[config.mk]
export PLATFORM = sky130hd
export DESIGN_NAME = uart_buffered_tx_rx_queues
export DESIGN_NICKNAME = d
export VERILOG_FILES = /design/src/ubtrq_pkg.sv /design/src/uart_buffered_tx_rx_queues.sv
export SDC_FILE = /design/constraint.sdc
export NUM_CORES = 1
export LEC_CHECK = 0
export BUFFER_PORTS_ARGS = -buffer_cell sky130_fd_sc_hd__clkbuf_2
export CAP_MARGIN = 20
export CELL_PAD_IN_SITES_DETAIL_PLACEMENT = 1
export CELL_PAD_IN_SITES_GLOBAL_PLACEMENT = 2
export CORE_AREA = 2 2 261 263
export DETAILED_ROUTE_END_ITERATION = 6
export DIE_AREA = 0 0 263 265
export GPL_TIMING_DRIVEN = 0
export HOLD_SLACK_MARGIN = 0.06
export PLACE_DENSITY = 0.66
export RECOVER_POWER = 100
export SYNTH_ARGS = -nofsm -noshare
export SYNTH_HDL_FRONTEND = slang
export SYNTH_SLANG_ARGS = --single-unit
[constraint.sdc]
create_clock -name clock -period 3.45 [get_ports clock]
set_clock_uncertainty 0.1 [all_clocks]
set_input_delay 0.69 -clock clock [delete_from_list [all_inputs] [get_ports clock]]
set_output_delay 0.69 -clock clock [all_outputs]
set_load 0.1 [all_outputs]
[src/ubtrq_pkg.sv]
`timescale 1ns / 1ps
// ----------------------------------------------------------------------------
// ubtrq_pkg
// shared codes and defaults for the buffered uart transmit / receive queues
// ----------------------------------------------------------------------------
package ubtrq_pkg;

   localparam int TX_DEPTH_DEFAULT = 32;
   localparam int RX_DEPTH_DEFAULT = 32;

   localparam int CMD_W    = 2;
   localparam int BYTE_W   = 8;
   localparam int STATUS_W = 2;
   localparam int COUNT_W  = 6;

   typedef logic [CMD_W-1:0]    cmd_type;
   typedef logic [STATUS_W-1:0] status_type;

   // event codes
   localparam cmd_type CMD_PUT     = 2'd0;
   localparam cmd_type CMD_TX_DONE = 2'd1;
   localparam cmd_type CMD_RX_BYTE = 2'd2;
   localparam cmd_type CMD_READ    = 2'd3;

   // status codes
   localparam status_type ST_OK         = 2'd0;
   localparam status_type ST_TX_DROP    = 2'd1;
   localparam status_type ST_RX_DROP    = 2'd2;
   localparam status_type ST_READ_EMPTY = 2'd3;

endpackage

[src/uart_buffered_tx_rx_queues.sv]
`timescale 1ns / 1ps
// ----------------------------------------------------------------------------
// uart_buffered_tx_rx_queues
// transmit queue and receive ring of a buffered uart front end
// ----------------------------------------------------------------------------
// usage
//  - req channel: one event per request (put, transmit done, byte received,
//    read); accepted on a rising edge with req_valid high and req_stall low
//  - rsp channel: exactly one result per request, in order; taken on a
//    rising edge with rsp_valid high and rsp_stall low
//  - path: an accepted request is held in the input register, and its result
//    is then registered in the result register
//  - throughput: one request per cycle while no result is stalled, set by
//    the single pass of pointer logic between the input register and the
//    result register; each ring memory has one write port and one registered
//    read port that keeps the oldest entry prefetched for the next read
//  - stall: when the result register holds a result that is stalled, the
//    input register holds its request and req_stall rises once both hold
//  - reset (synchronous): both queues empty, transmitter idle, no request
//    or result in flight; the ring memories are not cleared, an entry is
//    only read after it is written
// ----------------------------------------------------------------------------
module uart_buffered_tx_rx_queues #(
   parameter int TX_DEPTH = ubtrq_pkg::TX_DEPTH_DEFAULT,
   parameter int RX_DEPTH = ubtrq_pkg::RX_DEPTH_DEFAULT
) (
   input  logic                           clock,
   input  logic                           reset,

   input  logic                           req_valid,
   output logic                           req_stall,
   input  logic [ubtrq_pkg::CMD_W-1:0]    req_cmd,
   input  logic [ubtrq_pkg::BYTE_W-1:0]   req_data_byte,

   output logic                           rsp_valid,
   input  logic                           rsp_stall,
   output logic                           rsp_tx_load_valid,
   output logic [ubtrq_pkg::BYTE_W-1:0]   rsp_tx_load_byte,
   output logic                           rsp_read_valid,
   output logic [ubtrq_pkg::BYTE_W-1:0]   rsp_read_byte,
   output logic [ubtrq_pkg::STATUS_W-1:0] rsp_status,
   output logic                           rsp_tx_full,
   output logic                           rsp_tx_busy,
   output logic [ubtrq_pkg::COUNT_W-1:0]  rsp_rx_count
);

   // tx pointers index the queue directly, rx pointers run modulo twice the depth
   localparam int TX_AW = (TX_DEPTH > 1) ? $clog2(TX_DEPTH) : 1;
   localparam int RX_AW = (RX_DEPTH > 1) ? $clog2(RX_DEPTH) : 1;
   localparam int RX_PW = $clog2(2 * RX_DEPTH);
   localparam int BW    = ubtrq_pkg::BYTE_W;
   localparam int CW    = ubtrq_pkg::COUNT_W;

   localparam logic [TX_AW-1:0] TX_LAST  = TX_AW'(TX_DEPTH - 1);
   localparam logic [RX_PW-1:0] RX_LAST  = RX_PW'(2 * RX_DEPTH - 1);
   localparam logic [RX_PW-1:0] RX_DEP_P = RX_PW'(RX_DEPTH);
   localparam logic [RX_PW:0]   RX_SPAN  = (RX_PW + 1)'(2 * RX_DEPTH);

   // ring memories
   logic [BW-1:0] tx_mem [TX_DEPTH];
   logic [BW-1:0] rx_mem [RX_DEPTH];

   // input register
   logic                  in_valid_ff, in_valid_in;
   ubtrq_pkg::cmd_type    in_cmd_ff;
   logic [BW-1:0]         in_data_ff;

   // queue state
   logic [TX_AW-1:0] tx_wr_ptr_ff, tx_wr_ptr_in;
   logic [TX_AW-1:0] tx_rd_ptr_ff, tx_rd_ptr_in;
   logic             tx_full_ff, tx_full_in;
   logic             tx_active_ff, tx_active_in;
   logic [RX_PW-1:0] rx_wr_ptr_ff, rx_wr_ptr_in;
   logic [RX_PW-1:0] rx_rd_ptr_ff, rx_rd_ptr_in;

   // prefetched oldest entries of each ring
   logic [BW-1:0] tx_head_ff;
   logic [BW-1:0] rx_head_ff;

   // result register
   logic                  rsp_valid_ff, rsp_valid_in;
   logic                  load_valid_ff, load_valid_in;
   logic [BW-1:0]         load_byte_ff, load_byte_in;
   logic                  rd_valid_ff, rd_valid_in;
   logic [BW-1:0]         rd_byte_ff, rd_byte_in;
   ubtrq_pkg::status_type status_ff, status_in;
   logic                  tx_full_out_ff;
   logic                  tx_busy_out_ff;
   logic [CW-1:0]         rx_count_ff, rx_count_in;

   // handshake
   logic accept;
   logic rsp_free;
   logic fire;

   // memory port controls
   logic             tx_we;
   logic             rx_we;
   logic [RX_AW-1:0] rx_wr_slot;
   logic [RX_AW-1:0] rx_rd_slot_in;

   // rx fill levels before and after the step
   logic [RX_PW-1:0]  rx_level;
   logic [RX_PW-1:0]  rx_level_in;
   logic [RX_PW+CW:0] rx_level_ext;

   assign rsp_free  = !rsp_valid_ff || !rsp_stall;
   assign fire      = in_valid_ff && rsp_free;
   assign req_stall = in_valid_ff && !rsp_free;
   assign accept    = req_valid && !req_stall;

   // fill level as (write - read) modulo twice the depth
   always_comb begin
      if (rx_wr_ptr_ff >= rx_rd_ptr_ff) begin
         rx_level = rx_wr_ptr_ff - rx_rd_ptr_ff;
      end else begin
         rx_level = RX_PW'({1'b0, rx_wr_ptr_ff} + RX_SPAN - {1'b0, rx_rd_ptr_ff});
      end
      if (rx_wr_ptr_in >= rx_rd_ptr_in) begin
         rx_level_in = rx_wr_ptr_in - rx_rd_ptr_in;
      end else begin
         rx_level_in = RX_PW'({1'b0, rx_wr_ptr_in} + RX_SPAN - {1'b0, rx_rd_ptr_in});
      end
   end

   // ring slot of an rx pointer
   always_comb begin
      if (rx_wr_ptr_ff >= RX_DEP_P) begin
         rx_wr_slot = RX_AW'(rx_wr_ptr_ff - RX_DEP_P);
      end else begin
         rx_wr_slot = RX_AW'(rx_wr_ptr_ff);
      end
      if (rx_rd_ptr_in >= RX_DEP_P) begin
         rx_rd_slot_in = RX_AW'(rx_rd_ptr_in - RX_DEP_P);
      end else begin
         rx_rd_slot_in = RX_AW'(rx_rd_ptr_in);
      end
   end

   // single pass event logic
   always_comb begin
      tx_wr_ptr_in  = tx_wr_ptr_ff;
      tx_rd_ptr_in  = tx_rd_ptr_ff;
      tx_full_in    = tx_full_ff;
      tx_active_in  = tx_active_ff;
      rx_wr_ptr_in  = rx_wr_ptr_ff;
      rx_rd_ptr_in  = rx_rd_ptr_ff;
      tx_we         = 1'b0;
      rx_we         = 1'b0;
      load_valid_in = 1'b0;
      load_byte_in  = '0;
      rd_valid_in   = 1'b0;
      rd_byte_in    = '0;
      status_in     = ubtrq_pkg::ST_OK;

      if (fire) begin
         case (in_cmd_ff)
            ubtrq_pkg::CMD_PUT: begin
               if (tx_full_ff) begin
                  status_in = ubtrq_pkg::ST_TX_DROP;
               end else if (!tx_active_ff) begin
                  // idle transmitter, byte bypasses the queue
                  tx_active_in  = 1'b1;
                  load_valid_in = 1'b1;
                  load_byte_in  = in_data_ff;
               end else begin
                  tx_we        = 1'b1;
                  tx_wr_ptr_in = (tx_wr_ptr_ff == TX_LAST) ? '0 : tx_wr_ptr_ff + 1'b1;
                  if (tx_wr_ptr_in == tx_rd_ptr_ff) begin
                     tx_full_in = 1'b1;
                  end
               end
            end
            ubtrq_pkg::CMD_TX_DONE: begin
               if (tx_active_ff && (tx_full_ff || (tx_rd_ptr_ff != tx_wr_ptr_ff))) begin
                  load_valid_in = 1'b1;
                  load_byte_in  = tx_head_ff;
                  tx_rd_ptr_in  = (tx_rd_ptr_ff == TX_LAST) ? '0 : tx_rd_ptr_ff + 1'b1;
                  tx_full_in    = 1'b0;
               end else begin
                  tx_active_in = 1'b0;
               end
            end
            ubtrq_pkg::CMD_RX_BYTE: begin
               if (rx_level >= RX_DEP_P) begin
                  status_in = ubtrq_pkg::ST_RX_DROP;
               end else begin
                  rx_we        = 1'b1;
                  rx_wr_ptr_in = (rx_wr_ptr_ff == RX_LAST) ? '0 : rx_wr_ptr_ff + 1'b1;
               end
            end
            ubtrq_pkg::CMD_READ: begin
               if (rx_level == '0) begin
                  status_in = ubtrq_pkg::ST_READ_EMPTY;
               end else begin
                  rd_valid_in  = 1'b1;
                  rd_byte_in   = rx_head_ff;
                  rx_rd_ptr_in = (rx_rd_ptr_ff == RX_LAST) ? '0 : rx_rd_ptr_ff + 1'b1;
               end
            end
            default: begin
               status_in = ubtrq_pkg::ST_OK;
            end
         endcase
      end
   end

   // rx_count carries the low bits of the level
   assign rx_level_ext = {{(CW + 1){1'b0}}, rx_level_in};
   assign rx_count_in  = rx_level_ext[CW-1:0];

   always_comb begin
      if (accept) begin
         in_valid_in = 1'b1;
      end else if (fire) begin
         in_valid_in = 1'b0;
      end else begin
         in_valid_in = in_valid_ff;
      end
      if (fire) begin
         rsp_valid_in = 1'b1;
      end else if (rsp_free) begin
         rsp_valid_in = 1'b0;
      end else begin
         rsp_valid_in = rsp_valid_ff;
      end
   end

   // control state
   always_ff @(posedge clock) begin
      if (reset) begin
         in_valid_ff  <= 1'b0;
         rsp_valid_ff <= 1'b0;
         tx_wr_ptr_ff <= '0;
         tx_rd_ptr_ff <= '0;
         tx_full_ff   <= 1'b0;
         tx_active_ff <= 1'b0;
         rx_wr_ptr_ff <= '0;
         rx_rd_ptr_ff <= '0;
      end else begin
         in_valid_ff  <= in_valid_in;
         rsp_valid_ff <= rsp_valid_in;
         tx_wr_ptr_ff <= tx_wr_ptr_in;
         tx_rd_ptr_ff <= tx_rd_ptr_in;
         tx_full_ff   <= tx_full_in;
         tx_active_ff <= tx_active_in;
         rx_wr_ptr_ff <= rx_wr_ptr_in;
         rx_rd_ptr_ff <= rx_rd_ptr_in;
      end
   end

   // input register payload
   always_ff @(posedge clock) begin
      if (accept) begin
         in_cmd_ff  <= req_cmd;
         in_data_ff <= req_data_byte;
      end
   end

   // result register payload
   always_ff @(posedge clock) begin
      if (fire) begin
         load_valid_ff  <= load_valid_in;
         load_byte_ff   <= load_byte_in;
         rd_valid_ff    <= rd_valid_in;
         rd_byte_ff     <= rd_byte_in;
         status_ff      <= status_in;
         tx_full_out_ff <= tx_full_in;
         tx_busy_out_ff <= tx_active_in;
         rx_count_ff    <= rx_count_in;
      end
   end

   // tx ring: write at the write pointer, keep the next head prefetched
   always_ff @(posedge clock) begin
      if (tx_we) begin
         tx_mem[tx_wr_ptr_ff] <= in_data_ff;
      end
      if (tx_we && (tx_wr_ptr_ff == tx_rd_ptr_in)) begin
         tx_head_ff <= in_data_ff;
      end else begin
         tx_head_ff <= tx_mem[tx_rd_ptr_in];
      end
   end

   // rx ring: same scheme, slots folded from the wider pointers
   always_ff @(posedge clock) begin
      if (rx_we) begin
         rx_mem[rx_wr_slot] <= in_data_ff;
      end
      if (rx_we && (rx_wr_slot == rx_rd_slot_in)) begin
         rx_head_ff <= in_data_ff;
      end else begin
         rx_head_ff <= rx_mem[rx_rd_slot_in];
      end
   end

   assign rsp_valid         = rsp_valid_ff;
   assign rsp_tx_load_valid = load_valid_ff;
   assign rsp_tx_load_byte  = load_byte_ff;
   assign rsp_read_valid    = rd_valid_ff;
   assign rsp_read_byte     = rd_byte_ff;
   assign rsp_status        = status_ff;
   assign rsp_tx_full       = tx_full_out_ff;
   assign rsp_tx_busy       = tx_busy_out_ff;
   assign rsp_rx_count      = rx_count_ff;

endmodule
=== Yosys cells after proc, flatten, opt, wreduce, memory -nomap -nowiden ===
Memory sizes are Yosys's and may differ from the RTL's. A register that Yosys moved wholly into a read port is not among the register bits.
Index checks and enable logic that the tools add are counted.
W data, S select, Z words.

* Add/subtract/negate cells: 12
* Order comparisons: 5
* Eq/ne operators: 9
* Muxes and demuxes: 55
* Bitwise gates (word level): 2
* Reduce and logical (&&, ||, !) cells: 16

{| class="wikitable"
|+ Operator list
! cell !! count
|-
| $mux W6 || 10
|-
| $mux W5 || 7
|-
| $mux W1 || 28
|-
| $add A6 B1 Y6 const B || 4
|-
| $mux W8 || 3
|-
| $sub A6 B6 Y6 || 4
|-
| $ge A6 B6 Y1 const B || 3
|-
| $pmux W8 S2 || 1
|-
| $eq A6 B6 Y1 const B || 2
|-
| $ge A6 B6 Y1 || 2
|-
| $add A5 B1 Y5 const B || 2
|-
| $eq A5 B5 Y1 const B || 2
|-
| $sub A5 B1 Y5 const B || 2
|-
| $logic_not A6 Y1 || 1
|-
| $pmux W1 S2 || 3
|-
| $pmux W2 S3 || 1
|-
| $eq A5 B5 Y1 || 1
|-
| $ne A5 B5 Y1 || 1
|-
| $eq A2 B2 Y1 const B || 2
|-
| $logic_and A1 B1 Y1 || 4
|-
| $logic_not A1 Y1 || 4
|-
| $mux W2 || 2
|-
| $reduce_and A4 Y1 || 1
|-
| $reduce_bool A2 Y1 || 2
|-
| other kinds (5) || 7
|}

* Register bits: 64
* RAM bits: 512
* Input port bits: 14
* Output and inout bits: 30
* Logic and storage cells: 119
* Memories: 2

{| class="wikitable"
|+ Memory list
! name !! words !! bits a word !! read ports !! clocked after Yosys merged registers in !! wr ports !! line !! text
|-
| rx_mem || 32 || 8 || 1 || 1 || 1 || uart_buffered_tx_rx_queues.sv:61 || <nowiki>logic [BW-1:0] rx_mem [RX_DEPTH];</nowiki>
|-
| tx_mem || 32 || 8 || 1 || 1 || 1 || uart_buffered_tx_rx_queues.sv:60 || <nowiki>logic [BW-1:0] tx_mem [TX_DEPTH];</nowiki>
|}

=== Depth between registers and ports, before layout ===
Gate-level depths: netlist (run 1).

* Depth in word-level cells: 10
* Mapped depth: 19

=== Worst setup path before layout (run 1) ===
No wires, ideal clock.

* Path kind: reg-to-reg
* Start point: register rx_wr_ptr_ff[0]
* End point: register rx_count_ff[5], in the netlist rsp_rx_count[5] (data pin)
* Library setup time: 0.266 ns
* Arrival time: 3.408 ns
* Path slack: -0.324 ns
* Cell stages (with the launch flop): 17
* Clock period less this slack: 3.774 ns
* Path through: dfxtp_1 -> inv_1 -> ha_1 -> fa_1 -> nand2b_1 -> a21oi_1 -> xnor2_1 -> a41o_4 -> nor2_1 -> mux2i_1 -> ha_1 -> a21o_1 -> a21oi_1 -> o21bai_1 -> a21oi_1 -> xnor2_1 -> xnor2_1

* Longest elaborated chain between the ends: 10

{| class="wikitable"
|+ Ends and longest elaborated chain
! what !! line !! text
|-
| start: declaration || uart_buffered_tx_rx_queues.sv:73 || <nowiki>logic [RX_PW-1:0] rx_wr_ptr_ff, rx_wr_ptr_in;</nowiki>
|-
| start signal: assignment || uart_buffered_tx_rx_queues.sv:247 || <nowiki>rx_wr_ptr_ff <= rx_wr_ptr_in;</nowiki>
|-
| $add A6 B1 Y6 || uart_buffered_tx_rx_queues.sv:117 || <nowiki>rx_level = RX_PW'({1'b0, rx_wr_ptr_ff} + RX_SPAN - {1'b0, rx_rd_ptr_ff});</nowiki>
|-
| $sub A6 B6 Y6 || uart_buffered_tx_rx_queues.sv:117 ||
|-
| $mux W6 || uart_buffered_tx_rx_queues.sv:114 || <nowiki>if (rx_wr_ptr_ff >= rx_rd_ptr_ff) begin</nowiki>
|-
| $ge A6 B6 Y1 || uart_buffered_tx_rx_queues.sv:185 || <nowiki>if (rx_level >= RX_DEP_P) begin</nowiki>
|-
| $mux W6 || uart_buffered_tx_rx_queues.sv:185 ||
|-
| $mux W6 || uart_buffered_tx_rx_queues.sv:157 || <nowiki>case (in_cmd_ff)</nowiki>
|-
| $mux W6 || uart_buffered_tx_rx_queues.sv:156 || <nowiki>if (fire) begin</nowiki>
|-
| $add A6 B1 Y6 || uart_buffered_tx_rx_queues.sv:122 || <nowiki>rx_level_in = RX_PW'({1'b0, rx_wr_ptr_in} + RX_SPAN - {1'b0, rx_rd_ptr_in});</nowiki>
|-
| $sub A6 B6 Y6 || uart_buffered_tx_rx_queues.sv:122 ||
|-
| $mux W6 (*) || uart_buffered_tx_rx_queues.sv:119 || <nowiki>if (rx_wr_ptr_in >= rx_rd_ptr_in) begin</nowiki>
|-
| net rx_count_in[5] || uart_buffered_tx_rx_queues.sv:89 || <nowiki>logic [CW-1:0] rx_count_ff, rx_count_in;</nowiki>
|-
| end signal: assignment || uart_buffered_tx_rx_queues.sv:270 || <nowiki>rx_count_ff <= rx_count_in;</nowiki>
|-
| end: declaration || uart_buffered_tx_rx_queues.sv:89 ||
|}

Mark *: on every way through the listed nets, which the timed path passes. The rest lies on a longest branch.
A chain may end at the register's enable or synchronous reset.

=== Final worst setup path (run 1) ===
Ends and elaborated chain as after synthesis.

==> results of run 1 <==
-- per-stage QoR --
step,instances,util [%]
2_1_floorplan,1150,-
3_3_place_gp,2066,36.75
3_5_place_dp,2090,37.52
4_1_cts,2208,40.73
5_1_grt,2213,40.32
6_report,2213,40.32
-- layer usage --
metal / wire [um] / part of all wire [%] / global-route usage [%] / vias to the layer above
li1: - / - / - / 4955
met3: 2896 / 5.2 / 3.158 / 76
met4: 1214 / 2.2 / 4.371 / 0
met1: 23910 / 43 / 21.33 / 5994
met5: 0 / 0 / 0 / -
met2: 27250 / 49 / 26.67 / 264
-- worst reg2reg max path, stage by stage, from the launching register on --
cell and delay (ns):
dfxtp_4 0.37, inv_6 0.05, ha_4 0.16, fa_2 0.41, nand2b_4 0.16, a21oi_4 0.16, xnor2_2 0.09, a41o_4 0.29
nor2_4 0.17, mux2i_4 0.31, ha_4 0.23, a21o_1 0.17, a21oi_2 0.14, o21bai_1 0.09, a21oi_1 0.17, xnor2_1 0.11
xnor2_1 0.13
-- state kept, by name, indices dropped and copies added, names as in the netlist, 5 cells and up, named ones only --
| name | flops |
|---|---|
| tx_rd_ptr_ff | 5 |
| rx_mem | 256 |
| in_data_ff | 8 |
| rsp_rx_count | 6 |
| rx_wr_ptr_ff | 6 |
| rsp_tx_load_byte | 8 |
| rsp_read_byte | 8 |
| tx_mem | 256 |
| tx_wr_ptr_ff | 5 |
| rx_rd_ptr_ff | 6 |
-- cell type report --
cell class                 count  area, sq um  area share, %
clock inverter                30        279.0          1.036
multi-input combinational    492         5987          22.23
buffer                        53        234.0         0.8686
tap                          873         1092          4.055
sequential                   586        17250          64.05
clock buffer                  82         1624          6.029
inverter                      18        76.32         0.2833
timing repair buffer          79        391.6          1.454
-- Yosys cell counts, types with 15 or more instances --
cell type / n
edfxtp_1: 550
mux4_2: 160
nand2_1: 38
clkbuf_1: 32
dfxtp_1: 36
xnor2_1: 16
mux2i_1: 22
o21ai_0: 15
nor2_1: 99
buf_2: 15
ha_1: 22
inv_1: 18
-- cell families after synthesis --
family / Yosys count / share of synthesized area, %
adders and majority gates: 24 / 1.359
AOI/OAI and AO/OA: 47 / 1.321
muxes: 185 / 16.62
DFF: 586 / 74.28
xor gates and xnor gates: 24 / 0.9058
and+or+nand+nor: 212 / 4.270
buffers and inverters: 72 / 1.245
-- worst paths after layout --
check / from / end / slack [ns] / depth (start not counted)
setup / recovery: rx_wr_ptr_ff[0] / rsp_rx_count[5] / -0.11 / 16
hold / removal: req_cmd[1] / in_cmd_ff[1] / 0.14 / 1
setup reg to reg: rx_wr_ptr_ff[0] / rsp_rx_count[5] / -0.11 / 16
hold reg to reg: in_valid_ff / rsp_valid / 0.42 / 2
-- what timing repair did --
| item | 4_1_cts | 5_1_grt |
|---|---|---|
| pin swaps | 8 | 15 |
| setup endpoints to repair | 500 | 420 |
| resized for setup | 65 | 23 |
| buffers inserted | 7 | 5 |
-- power groups by stage --
stage | clock [mW] | sequential, mW | combinational [mW]
2_1_floorplan | 0 | 8.11 | 0.0778
3_3_place_gp | 0 | 8.08 | 0.243
3_5_place_dp | 0 | 7.99 | 0.396
4_1_cts | 6.47 | 7.84 | 0.401
5_1_grt | 6.74 | 7.84 | 0.364
6_report | 6.31 | 7.84 | 0.341
==> key figures, run 1 <==
Logic synthesis
  – Cell count after synthesis: 1150
  – Seq cells post-synth: 586
  – Post-Syn Nets: 1188
  – Syn Area/Cell: 20.18 sq um
  – Top FF cell, synth: edfxtp_1
  – Synth area leader: edfxtp_1
  – Top cell type's share of synthesized area: 71.17%
  – Synth top area cells: edfxtp_1, mux4_2, dfxtp_1, nor2_1, ha_1
  – FFs w/ async S/R, synth: 0%
  – Mapped cell area: 23210 sq um
  – Distinct cells, synth: 49
  – Yosys warns: 0
  – Sequential element share of the synthesized area: 74.28%
  – Number of synthesized flops with an enable pin: 550

Routing
  – Vias/cell: 5.101
  – Drt drc: 0
  – Routed wire per std cell: 24.98 um
  – Initial DRC Count: 902
  – DR pass1 iterations: 5
  – Total wire length: 55280 um
  – Routed Antenna Nets: 0
  – Via Count: 11.29k

Die
  – Placeable Area: 66800 sq um
  – Starting Density: 34.74%
  – Die width: 263 um
  – Std cell rows: 95
  – Die Y-Extent: 265 um
  – Die ar.: 69700 sq um
  – # IOs: 44

Power and ir drop
  – Switching fraction of total power: 20.58%
  – Int Power: 11.51 mW
  – Pwr dens: 537.9 nW/um^2
  – Tot Pwr: 14.49 mW
  – Sequential power share: 54.1%
  – Net Sw Power: 2.982 mW
  – Maximum vdd drop: 0.5064 mV
  – Pleak: 8.194 nW
  – Clock Power Share: 43.6%
  – Power share of the combinational group: 2.4%

Layout
  – Ant. Diodes: 0
  – Fillers: 6469
  – Fin area: 26940 sq um
  – Most common cell after layout, fill and taps aside: edfxtp_1
  – Area growth syn-to-layout: 16.08%
  – Final nets: 1327
  – Layout cells sized above 1: 28.28%
  – Most frequent cells in the layout: edfxtp_1, mux4_2, clkbuf_1

STA
  – Period Utilization, post-route: 103.3%
  – Worst slew pin tran: 1.633 ns
  – Crit path time final: 3.564 ns
  – Max Slew Vio Count: 29
  – Final setup vio count: 2
  – Max transition margin: -8.987%
  – Max Clk Rate: 0.2806 GHz
  – RSZ-0062 raised after global routing: yes
  – WHS: 0.1435 ns
  – Fin. Hold Viols: 0
  – Slack of the critical path: -0.1143 ns
  – Setup TNS: -0.1430 ns

Hold path
  – Hold crit path type: in -> reg

Global routing
  – GR Util All Layers: 15.96%
  – Largest net degree at the start of global routing: 33
  – Vias in the first global route: 12.15k
  – Global-route wire length before repair: 81720 um
  – Initial antenna violation count: 0
  – Congestion Overflow GR: 0

Place
  – Port-buffer cells: 43
  – Routability cong.: 0.7700
  – Post-DP HPWL: 37510 um
  – DP Area: 25070 sq um
  – Pre-CTS setup slack: -0.8146 ns

CTS
  – H-tree depth: 2
  – Clk_lat worst skew: 0.62 ns
  – Sink Count: 586
  – Root buffer cell: clkbuf_16
  – CTS Buffer Depth: 3
  – Num CTS Buffers: 59
  – Hold-fix buffers, CTS: 0
  – CTS tree: yes
  – Worst-path clk slew: 0.06 ns

Worst setup path
  – Crit path buffers/inverters: 1
  – Critical Path RT: 3.70 ns
  – Critical path cell sequence: inv_6 > ha_4 > fa_2 > nand2b_4 > a21oi_4 > xnor2_2 > a41o_4 > nor2_4 > mux2i_4 > ha_4 > a21o_1 > a21oi_2 > o21bai_1 > a21oi_1 > xnor2_1 > xnor2_1
  – Slowest stage delay, CP: 0.41 ns
  – Critical path type: reg -> reg
  – Crit-path slowest cell: fa_2
  – Largest fanout on the critical path: 5
  – Worst EP arrival: 3.82 ns
  – CP Capture Type: register
  – CP Launch Type: register
  – Delay-heaviest family, CP: compound AO/OA/AOI/OAI gates

Run status
  – Failing checks: max-capacitance violations, max-slew violations, negative setup slack
  – Status: finished with violations

Job
  – Max-Cap Viols: 1
Note: power is estimated with default switching activity, not from simulation.
==> run 2: changes to the inputs <==
- ABC_AREA: not set -> 1
- CORE_AREA: 2 2 261 263 -> 2 2 265 267
- DIE_AREA: 0 0 263 265 -> 0 0 267 269
- PLACE_DENSITY: 0.66 -> 0.72
==> key figures, run 2 <==
Logic synthesis
  – Top FF cell, synth: edfxtp_1
  – Post-synth top cells: edfxtp_1, nand2_1, nor2_1, nand3_1, o21ai_0
  – Distinct cells, synth: 44
  – Mapped cell area: 23940 sq um
  – Sequential element share of the synthesized area: 71.99%
  – Seq cells post-synth: 586
  – FFs w/ async S/R, synth: 0%
  – Number of synthesized flops with an enable pin: 550
  – Yosys warns: 0
  – Post-Syn Nets: 1996
  – Synth area leader: edfxtp_1
  – Syn Area/Cell: 12.23 sq um
  – Most common cell in the synthesized netlist: edfxtp_1
  – Cell count after synthesis: 1958
  – Synth top area cells: edfxtp_1, nand2_1, nand3_1, nor2_1, o21ai_0
  – Top cell type's share of synthesized area: 68.98%

STA
  – Period Utilization, post-route: 99.50%
  – Max transition margin: -18.52%
  – Final setup vio count: 0
  – WHS: 0.1351 ns
  – Max Slew Vio Count: 16
  – RSZ-0062 raised after global routing: yes
  – Fin. Hold Viols: 0
  – Max Clk Rate: 0.2913 GHz
  – Worst slew pin tran: 1.778 ns
  – Crit path time final: 3.433 ns

Worst setup path
  – Critical path type: reg -> reg
  – Worst EP arrival: 3.73 ns
  – CP Launch Type: register
  – Critical Path RT: 3.75 ns
  – Reg2reg path depth: 25
  – CP Capture Type: register
  – Largest fanout on the critical path: 5

Routing
  – Routed Antenna Nets: 0
  – Vias/cell: 5.414
  – Via Count: 16.83k
  – Drt drc: 0
  – Total wire length: 81440 um
  – Routed wire per std cell: 26.20 um
  – Initial DRC Count: 1732
  – DR pass1 iterations: 5

Place
  – Port-buffer cells: 43
  – Placed cell count: 2970
  – Post-DP HPWL: 53680 um
  – DP Area: 25950 sq um
  – Routability cong.: 0.8276

Die
  – Starting Density: 34.55%
  – Std cell rows: 97
  – Die ar.: 71820 sq um
  – Placeable Area: 69300 sq um
  – # IOs: 44
  – Die width: 267 um
  – Die Y-Extent: 269 um

Hold path
  – Hold crit path type: in -> reg
  – Worst hold stages: 1

Global routing
  – GR Util met2: 35.80%
  – Largest net degree at the start of global routing: 33
  – Met3 usage: 4.283%
  – GRT met1 Usage: 31.15%
  – Grt peak-use layer: met2
  – Initial antenna violation count: 1
  – Global-route wire length before repair: 116600 um
  – Vias in the first global route: 17.31k
  – Congestion Overflow GR: 0
  – GR Util All Layers: 22.50%

Job
  – Max-Cap Viols: 1

CTS
  – Worst-path clk slew: 0.06 ns
  – CTS Buffer Depth: 3
  – Clk_lat worst skew: 0.63 ns
  – Sink Count: 586
  – Root buffer cell: clkbuf_16
  – Num CTS Buffers: 59
  – Hold-fix buffers, CTS: 0
  – H-tree depth: 2
  – CTS tree: yes

Layout
  – Top Registers: rx_mem: 256 flops, tx_mem: 256 flops
  – Post-route insts no fill: 3108
  – Fillers: 7432
  – Final nets: 2160
  – Fin area: 27820 sq um
  – Most common cell after layout, fill and taps aside: edfxtp_1
  – Ant. Diodes: 0
  – Area growth syn-to-layout: 16.18%
  – Layout cells sized above 1: 11.67%
  – Most frequent cells in the layout: edfxtp_1, nand2_1, nor2_1
  – Layout Utilization: 40.14%

Power and ir drop
  – Int Power: 11.57 mW
  – Pwr dens: 537.8 nW/um^2
  – Power share of the combinational group: 5.3%
  – Maximum vdd drop: 0.3413 mV
  – Switching fraction of total power: 22.64%
  – Net Sw Power: 3.387 mW
  – Clock Power Share: 42.2%
  – Sequential power share: 52.5%
  – Pleak: 9.443 nW
  – Tot Pwr: 14.96 mW

Run status
  – Status: finished with violations
  – Failing checks: max-capacitance violations, max-slew violations
run 2: changes by cell type after synthesis, moves of 17 or more:
cell      previous run  this run
clkbuf_1            32        51
a22oi_1              0        20
mux4_2             160         0
o21ai_0             15       161
buf_2               15        43
o211ai_1             0        17
o22ai_1              0        29
nand2_1             38       294
nand3_1              9       197
a21oi_1             14        79
nor2_1              99       243
o221ai_1             0        54
mux2i_1             22         0
inv_1               18        75
run 2: cells by family (layout without fill, tap and decap cells):
group           Yosys count  in the layout  share of synthesized area, %
buf+inv                 191            401                         3.308
flops                   586            586                         71.99
simple gates            773            773                         13.71
fa+ha+maj                24             24                         1.317
compound gates          376            376                         9.359
xor+xnor                  8              8                        0.3240
run 2: repair_timing:
item / CTS / global route
gates cloned: 1 / 0
setup endpoints to repair: 152 / 76
pin swaps: 14 / 15
buffers inserted: 21 / 6
resized for setup: 37 / 24
run 2: metal layers:
| layer | vias up | share of wire [%] |
|---|---|---|
| li1 | 7457 | - |
| met1 | 8615 | 44 |
| met4 | 0 | 2.8 |
| met3 | 124 | 7.3 |
| met2 | 631 | 46 |
| met5 | - | 0 |
run 2: power by group through the flow:
stage	logic [mW]	clock network (mW)	registers (mW)
after detailed placement	0.767	0	8.01
after floorplan	0.273	0	8.16
after global placement	0.603	0	8.10
after global routing	0.840	6.61	7.86
final	0.790	6.32	7.85
after CTS	0.824	6.37	7.86
run 2: through the flow:
step                      setup slack, ns  setup TNS, ns
after floorplan                 0.0009983              0
after global placement             -1.123        -130.81
after detailed placement           -1.206         -99.64
after CTS                        -0.01303       -0.01303
after global routing              -0.1581         -6.957
final                             0.01740              0
run 2: area by class of cell:
cell class                 count  area, sq um  share of cell area, %
multi-input combinational   1181         6123                  22.01
buffer                       105        465.4                  1.673
sequential                   586        17250                  62.00
timing repair inverter         1        5.005                0.01799
clock buffer                  82         1665                  5.986
timing repair buffer         102        605.6                  2.177
tap                          940         1176                  4.228
inverter                      86        331.6                  1.192
clock inverter                25        198.9                 0.7151
run 2: worst paths after layout:
check,startpoint,to,slack (ns)
setup reg to reg,rx_wr_ptr_ff[0],rsp_rx_count[5],0.02
setup / recovery,rx_wr_ptr_ff[0],rsp_rx_count[5],0.02
hold / removal,req_data_byte[2],in_data_ff[2],0.14
hold reg to reg,in_data_ff[4],tx_mem[29][4],0.40
run 2: critical path, stage by stage, from the launching register on:
cell     delay [ns]
dfxtp_2        0.35
inv_4          0.04
ha_4           0.15
fa_2           0.53
nand2_2        0.07
nor2_4         0.10
nand3_2        0.11
nor2_4         0.15
nand2_4        0.07
nand2_4        0.09
inv_4          0.05
or2_4          0.23
o21ai_4        0.07
inv_2          0.07
ha_4           0.17
inv_4          0.06
nand3_2        0.07
nand2_2        0.10
a21oi_2        0.06
inv_1          0.07
a21oi_2        0.07
nand2_1        0.10
buf_4          0.12
nand3_2        0.07
nand2_2        0.09
inv_2          0.03
==> run 3: changes to the inputs <==
- CTS_BUF_LIST: not set -> sky130_fd_sc_hd__clkbuf_8
==> key figures, run 3 (same netlist as run 2, synthesis figures left out) <==
CTS
  – CTS Buffer Depth: 3
  – Sink Count: 586
  – Num CTS Buffers: 96
  – Clk_lat worst skew: 0.68 ns
  – Worst-path clk slew: 0.07 ns
  – CTS tree: yes
  – H-tree depth: 3
  – Root buffer cell: clkbuf_8

Die
  – Die Y-Extent: 269 um
  – Die ar.: 71820 sq um
  – Placeable Area: 69300 sq um
  – Starting Density: 34.55%
  – Die width: 267 um
  – Std cell rows: 97
  – # IOs: 44

Job
  – Max-Cap Viols: 1

Place
  – DP Area: 25950 sq um
  – Routability cong.: 0.8276
  – Post-DP HPWL: 53680 um
  – Pre-CTS setup slack: -1.206 ns
  – Port-buffer cells: 43

Hold path
  – Hold crit path type: in -> reg

Global routing
  – Largest net degree at the start of global routing: 33
  – Congestion Overflow GR: 0
  – Initial antenna violation count: 1
  – Vias in the first global route: 17.71k
  – GR Util All Layers: 22.72%
  – Global-route wire length before repair: 118300 um

STA
  – Crit path time final: 3.438 ns
  – Max Clk Rate: 0.2909 GHz
  – Max transition margin: -13.61%
  – Slack of the critical path: 0.01199 ns
  – Fin. Hold Viols: 0
  – Worst slew pin tran: 1.704 ns
  – Final setup vio count: 0
  – Setup TNS: 0 ns
  – WHS: 0.1320 ns
  – Period Utilization, post-route: 99.65%
  – RSZ-0062 raised after global routing: yes
  – Max Slew Vio Count: 16

Run status
  – Status: finished with violations
  – Failing checks: max-capacitance violations, max-slew violations

Routing
  – Initial DRC Count: 1532
  – Total wire length: 81630 um
  – DR pass1 iterations: 5
  – Routed Antenna Nets: 0
  – Via Count: 17.09k
  – Routed wire per std cell: 25.64 um
  – Drt drc: 0
  – Vias/cell: 5.366

Layout
  – Fillers: 7481
  – Layout Utilization: 40.04%
  – Multi-input gate area: 6090 sq um
  – Fin area: 27750 sq um
  – Area growth syn-to-layout: 15.90%
  – Most frequent cells in the layout: edfxtp_1, nand2_1, nor2_1
  – FF/Latch Area: 17260 sq um
  – Layout cells sized above 1: 12.57%
  – Top Registers: rx_mem: 256 flops, tx_mem: 256 flops
  – Most common cell after layout, fill and taps aside: edfxtp_1
  – Final nets: 2210

Worst setup path
  – Delay-heaviest family, CP: adder cells
  – CP Launch Type: register
  – Critical Path RT: 3.79 ns
  – Critical path cell sequence: inv_4 > ha_4 > fa_2 > nand2_1 > nor2_2 > nand3_2 > nor2_4 > nand2_4 > nand2_4 > inv_4 > nand2_2 > nand2_2 > nand2_2 > inv_2 > ha_4 > a21oi_4 > nand2_2 > buf_4 > buf_6 > buf_4 > buf_4 > buf_4 > xor2_1
  – Slowest stage delay, CP: 0.52 ns
  – Largest fanout on the critical path: 5
  – Worst EP arrival: 3.78 ns
  – Crit path buffers/inverters: 8
  – Critical path type: reg -> reg
  – Crit-path slowest cell: fa_2
  – CP Capture Type: register

Power and ir drop
  – Pwr dens: 514.1 nW/um^2
  – Maximum vdd drop: 0.2755 mV
  – Pleak: 9.557 nW
## run 3: final cells by class
class                           instances  area share, %
Clock buffer                          100          4.960
Multi-Input combinational cell       1181          21.94
Timing Repair Buffer                  115          2.575
Sequential cell                       586          62.18
Inverter                               86          1.186
Buffer                                105          1.677
Timing Repair inverter                  1        0.01804
Tap cell                              940          4.238
Antenna cell                            1       0.009018
Clock inverter                         69          1.213
## run 3: what timing repair did
action | 4_1_cts | 5_1_grt
buffers inserted | 21 | 11
hold endpoints to repair | 9 | 0
pin swaps | 14 | 20
cloned | 1 | 0
resized for setup | 34 | 20
setup endpoints to repair | 150 | 39
hold buffers | 9 | 0
## run 3: path summary, 6_finish.rpt
check | from | endpoint | slack, ns | cells after the start
setup / recovery | rx_wr_ptr_ff[0] | rsp_rx_count[3] | 0.01 | 23
hold / removal | req_data_byte[6] | in_data_ff[6] | 0.13 | 1
setup reg to reg | rx_wr_ptr_ff[0] | rsp_rx_count[3] | 0.01 | 23
hold reg to reg | in_data_ff[4] | tx_mem[29][4] | 0.40 | 0
## run 3: where the power goes
group | switching (mW) | internal (mW) | leakage, nW
combinational | 0.604 | 0.189 | 3.30
clock | 2.80 | 2.82 | 0.990
sequential | 0.0352 | 7.82 | 5.27
total | 3.44 | 10.8 | 9.56
## run 3: through the flow
| step | total power, mW | std cells |
|---|---|---|
| after floorplan | 8.438 | 1958 |
| after global placement | 8.700 | 2941 |
| after detailed placement | 8.775 | 2970 |
| after CTS | 14.39 | 3170 |
| after global routing | 14.70 | 3184 |
| final | 14.27 | 3184 |
## run 3: metal layers
layer / up-vias / global-route usage [%] / wire length (um)
li1: 7571 / - / -
met1: 8738 / 31.34 / 35580
met2: 665 / 36.42 / 37950
met3: 112 / 4.128 / 6098
met4: 0 / 7.258 / 2004
met5: - / 0 / 0
